`src/rtl/pkmt_pkg.sv`:
```
`timescale 1ns / 1ps

package pkmt_pkg;

   localparam int MAX_RUNS_DEF    = 16;
   localparam int MAX_RUN_LEN_DEF = 64;
   localparam int DATA_WIDTH_DEF  = 32;

   localparam int VALUE_W      = 32;
   localparam int RUN_COUNT_W  = 5;
   localparam int RUN_LENGTH_W = 7;
   localparam int STATUS_W     = 2;
   localparam int CSR_AW       = 3;
   localparam int CSR_DW       = 32;

   localparam logic [RUN_COUNT_W-1:0]  RUN_COUNT_RST  = 5'd2;
   localparam logic [RUN_LENGTH_W-1:0] RUN_LENGTH_RST = 7'd64;

   localparam logic REG_RUN_COUNT  = 1'b0;
   localparam logic REG_RUN_LENGTH = 1'b1;

   typedef enum logic [STATUS_W-1:0] {
      STATUS_OK    = 2'd0,
      STATUS_FULL  = 2'd1,
      STATUS_EMPTY = 2'd2
   } status_type;

   typedef enum logic {
      ACT_LOAD = 1'b0,
      ACT_PULL = 1'b1
   } action_type;

   typedef struct packed {
      logic       load_wr;
      logic       pull_rd;
      logic       merge_init;
      logic       level_next;
      logic       pair_init;
      logic       pair_mid;
      logic       pair_hi;
      logic       pair_next;
      logic       merge_wr;
      logic       merge_done;
      logic       rsp_load;
      logic       rsp_use_mem;
      status_type rsp_status;
   } cmd_type;

   typedef struct packed {
      logic load_ok;
      logic load_final;
      logic pull_ok;
      logic lvl_done;
      logic pairs_done;
      logic i_end;
      logic j_end;
      logic rsp_free;
   } stat_type;

endpackage

```
`src/rtl/pkmt_ctrl.sv`:
```
`timescale 1ns / 1ps

module pkmt_ctrl (
   input  logic               clock,
   input  logic               reset,
   input  logic               req_tvalid,
   output logic               req_tready,
   input  logic               req_action,
   input  pkmt_pkg::stat_type stat,
   output pkmt_pkg::cmd_type  cmd
);
   import pkmt_pkg::*;

   typedef enum logic [2:0] {
      ST_IDLE,
      ST_PULL_WAIT,
      ST_LEVEL,
      ST_PAIR,
      ST_HI,
      ST_READ,
      ST_WRITE
   } state_type;

   state_type state_ff, state_in;
   logic      accept;

   assign req_tready = (state_ff == ST_IDLE) && stat.rsp_free;
   assign accept     = req_tvalid && req_tready;

   always_comb begin
      cmd        = '0;
      cmd.rsp_status = STATUS_OK;
      state_in   = state_ff;
      unique case (state_ff)
         ST_IDLE: begin
            if (accept) begin
               if (action_type'(req_action) == ACT_LOAD) begin
                  if (!stat.load_ok) begin
                     cmd.rsp_load   = 1'b1;
                     cmd.rsp_status = STATUS_FULL;
                  end else begin
                     cmd.load_wr = 1'b1;
                     if (stat.load_final) begin
                        cmd.merge_init = 1'b1;
                        state_in       = ST_LEVEL;
                     end else begin
                        cmd.rsp_load = 1'b1;
                     end
                  end
               end else begin
                  if (!stat.pull_ok) begin
                     cmd.rsp_load   = 1'b1;
                     cmd.rsp_status = STATUS_EMPTY;
                  end else begin
                     cmd.pull_rd = 1'b1;
                     state_in    = ST_PULL_WAIT;
                  end
               end
            end
         end
         ST_PULL_WAIT: begin
            cmd.rsp_load    = 1'b1;
            cmd.rsp_use_mem = 1'b1;
            state_in        = ST_IDLE;
         end
         ST_LEVEL: begin
            if (stat.lvl_done) begin
               cmd.merge_done = 1'b1;
               cmd.rsp_load   = 1'b1;
               state_in       = ST_IDLE;
            end else begin
               cmd.pair_init = 1'b1;
               state_in      = ST_PAIR;
            end
         end
         ST_PAIR: begin
            if (stat.pairs_done) begin
               cmd.level_next = 1'b1;
               state_in       = ST_LEVEL;
            end else begin
               cmd.pair_mid = 1'b1;
               state_in     = ST_HI;
            end
         end
         ST_HI: begin
            cmd.pair_hi = 1'b1;
            state_in    = ST_READ;
         end
         ST_READ: begin
            if (stat.i_end && stat.j_end) begin
               cmd.pair_next = 1'b1;
               state_in      = ST_PAIR;
            end else begin
               state_in = ST_WRITE;
            end
         end
         ST_WRITE: begin
            cmd.merge_wr = 1'b1;
            state_in     = ST_READ;
         end
         default: state_in = ST_IDLE;
      endcase
   end

   always_ff @(posedge clock) begin
      if (reset) begin
         state_ff <= ST_IDLE;
      end else begin
         state_ff <= state_in;
      end
   end

endmodule

```
`config.mk`:
```
export PLATFORM = sky130hd
export DESIGN_NAME = pkmt_ctrl
export DESIGN_NICKNAME = d
export VERILOG_FILES = /design/src/rtl/pkmt_pkg.sv /design/src/rtl/pkmt_ctrl.sv
export SDC_FILE = /design/constraint.sdc
export NUM_CORES = 1
export LEC_CHECK = 0
export ABC_CLOCK_PERIOD_IN_PS = 2750
export BUFFER_PORTS_ARGS = -buffer_cell sky130_fd_sc_hd__buf_2
export CAP_MARGIN = 10
export CORE_AREA = 2 2 39 41
export CTS_BUF_LIST = sky130_fd_sc_hd__clkbuf_4
export CTS_CLUSTER_DIAMETER = 50
export DETAILED_ROUTE_END_ITERATION = 6
export DIE_AREA = 0 0 41 43
export PLACE_DENSITY = 0.58
export SLEW_MARGIN = 10
export SYNTH_ARGS = -nofsm -noshare
export SYNTH_HDL_FRONTEND = slang
export SYNTH_SLANG_ARGS = --single-unit
```
`constraint.sdc`:
```
create_clock -name clock -period 2.75 [get_ports clock]
set_clock_uncertainty 0.05 [all_clocks]
set_input_delay 0.55 -clock clock [delete_from_list [all_inputs] [get_ports clock]]
set_output_delay 0.55 -clock clock [all_outputs]
set_load 0.05 [all_outputs]
```
==> metrics <==
status=finished, final reports clean; Slew @ Worst Pin=0.351 ns; Worst Setup Start Kind=flip-flop; pre-CTS WS=0.651 ns; fraction of layout cells with a size suffix above 1=44.9%; wire per inst=9.85 um; hold bufs inserted after CTS=0; crit share post-route=82.8%; CTS tree=done; Most flops, register=state_ff; postcts setup bufs=0; WHS Endpoint=state_ff[2]; fmax=0.439 GHz; most common cell after layout, fill and taps aside=buf_2; first-pass GRT wire length=1.44 mm; antenna violations before repair=0; RSZ-0062 raised after global routing=false; leading cell types by total area after synthesis=dfxtp_1, and3_1, nor3_1, nor3_2, nor4_1; FFs w/ async S/R, synth=0%; slowest stage cell, crit path=or3_1; Starting DRT DRC Count=6; DP Area=475 um^2; Min Hold Slack=0.476 ns; Synth-to-Final Area Change=45.8%; Top FF cell, synth=dfxtp_1; slowest stage delay, CP=0.48 ns; die area=1760 um^2; register bit total from synthesis=3; clk_lat worst skew=0.23 ns; share of the synthesized area in the top cell type=17.3%; largest net degree at the start of global routing=13; synthesis warning total=0; r2r startpoint=state_ff[1]; Power Density=381 nW/um^2; max reg flops=3; vias in the first global route=372; Finished Layout Cells=94; Post-Syn Instances=51; number of flops mapped to enable cells by yosys=0; Buf/Inv on CP=1; grt total ovfl=0; sequential share of the synthesized area=17.3%; Final Hold Fails=0; Pleak=0.276 nW; Detail Route Antenna Nets=0; Placed Cells=90; worst-path fanout max=12; hpwl dp=741 um; reg2reg path depth=3; post-synth cell types=26; worst hold path type=primary input to flip-flop; Synth Net Count=63; Layout Cell Area excl Fill=505 um^2; WP data arrival=1.68 ns; post-synthesis instance area=347 um^2; clock net sink count=3; cell type with the largest total area after synthesis=dfxtp_1; MaxCap Viol Count=0; IO Count=27; Top Registers=state_ff: 3 flops; routability cong.=0.701; RR Endpoint=state_ff[0]; Resize count post-CTS=0; CP Capture Type=output port; Worst Path Required=2.15 ns; Hold Path Origin=reset; WHS Path Cells=2; final setup vio count=0; Worst VDD drop=135 uV; final setup margin=0.474 ns; Rel. slew slack=76.6%; Core Area=1380 um^2; H-tree depth=1; Vias/cell=4.86; Initial Utilization=25.0%; worst-path cell chain=or3_1 > nor3_2 > and3_1 > buf_2; post-layout minimum cycle time=2.28 ns; post-route setup TNS=0 ns; ant diodes=0; syn_area_per_cell=6.80 um^2; fillers=154; CP Class=flip-flop to output port; nets@finish=91; Core Util, Final=36.5%; vias=457; Tot GR Track Use=11.9%; CTS buffer count=3; worst reg-to-reg setup slack=1.35 ns; Crit. Startpoint=state_ff[1]; row count=14; clk slew on worst S/H paths=0.04 ns; Buffers on Ports=26; Residual DRC=0; Slew Viols, Final=0; CTS max path bufs=2; die width=41 um; Final Power=0.193 mW; 1st-pass router iterations=4; Top delay family on crit path=simple AND/OR/NAND/NOR gates; Post-Route WL=926 um; Clock Tree Root=clkbuf_4; Die Y=43 um
## cell type report
type / instances / area (um^2) / share of cell area [%]
timing repair buffer: 26 / 130 / 25.7
multi-input combinational: 41 / 250 / 49.5
clock buffer: 4 / 30.0 / 5.94
sequential: 3 / 60.1 / 11.9
inverter: 4 / 15.0 / 2.97
tap: 16 / 20.0 / 3.96
## worst max-delay path by stage
stage / slack (ns) / cells after the start / to
2_1_floorplan: -0.15 / 3 / cmd[0]
3_3_place_gp: 0.68 / 6 / cmd[3]
3_5_place_dp: 0.65 / 6 / cmd[3]
4_1_cts: 0.46 / 4 / cmd[11]
5_1_grt: 0.37 / 4 / cmd[11]
6_report: 0.47 / 4 / cmd[11]
## power by group
part / switching (mW) / internal [mW] / total [mW] / leakage, nW
combinational: 0.0398 / 0.0200 / 0.0598 / 0.234
clock: 0.0214 / 0.0641 / 0.0855 / 0.0184
sequential: 0.00265 / 0.0448 / 0.0475 / 0.0243
total: 0.0639 / 0.129 / 0.193 / 0.276
## kinds of logic (layout without fill, tap and decap cells)
logic type | count (synthesis) | in the layout | synth area share, %
AO/OA/AOI/OAI | 11 | 11 | 19.5
multiplexers | 1 | 1 | 2.89
flip-flops | 3 | 3 | 17.3
AND/OR/NAND/NOR | 29 | 29 | 49.8
buffers and inverters | 7 | 34 | 10.5
## metal layers
metal  vias to the layer above  routed length [um]  part of all wire [%]  GRT usage, %
met3                         0                  62                   6.7          3.14
met1                       206                 438                    47          14.4
met4                         0                   0                     0          8.00
li1                        236                   -                     -             -
met2                        15                 425                    46          17.5
met5                         -                   0                     0             0
## synthesized netlist by cell type (2+ instances only)
master / n
nor2_1: 3
nor4_1: 3
nand2_1: 4
a31oi_1: 2
nor3_1: 4
a21oi_1: 2
and3_1: 4
o21ai_0: 3
inv_1: 4
and2_1: 2
nor3_2: 2
buf_2: 2
dfxtp_1: 3
Note: power is estimated with default switching activity, not from simulation.
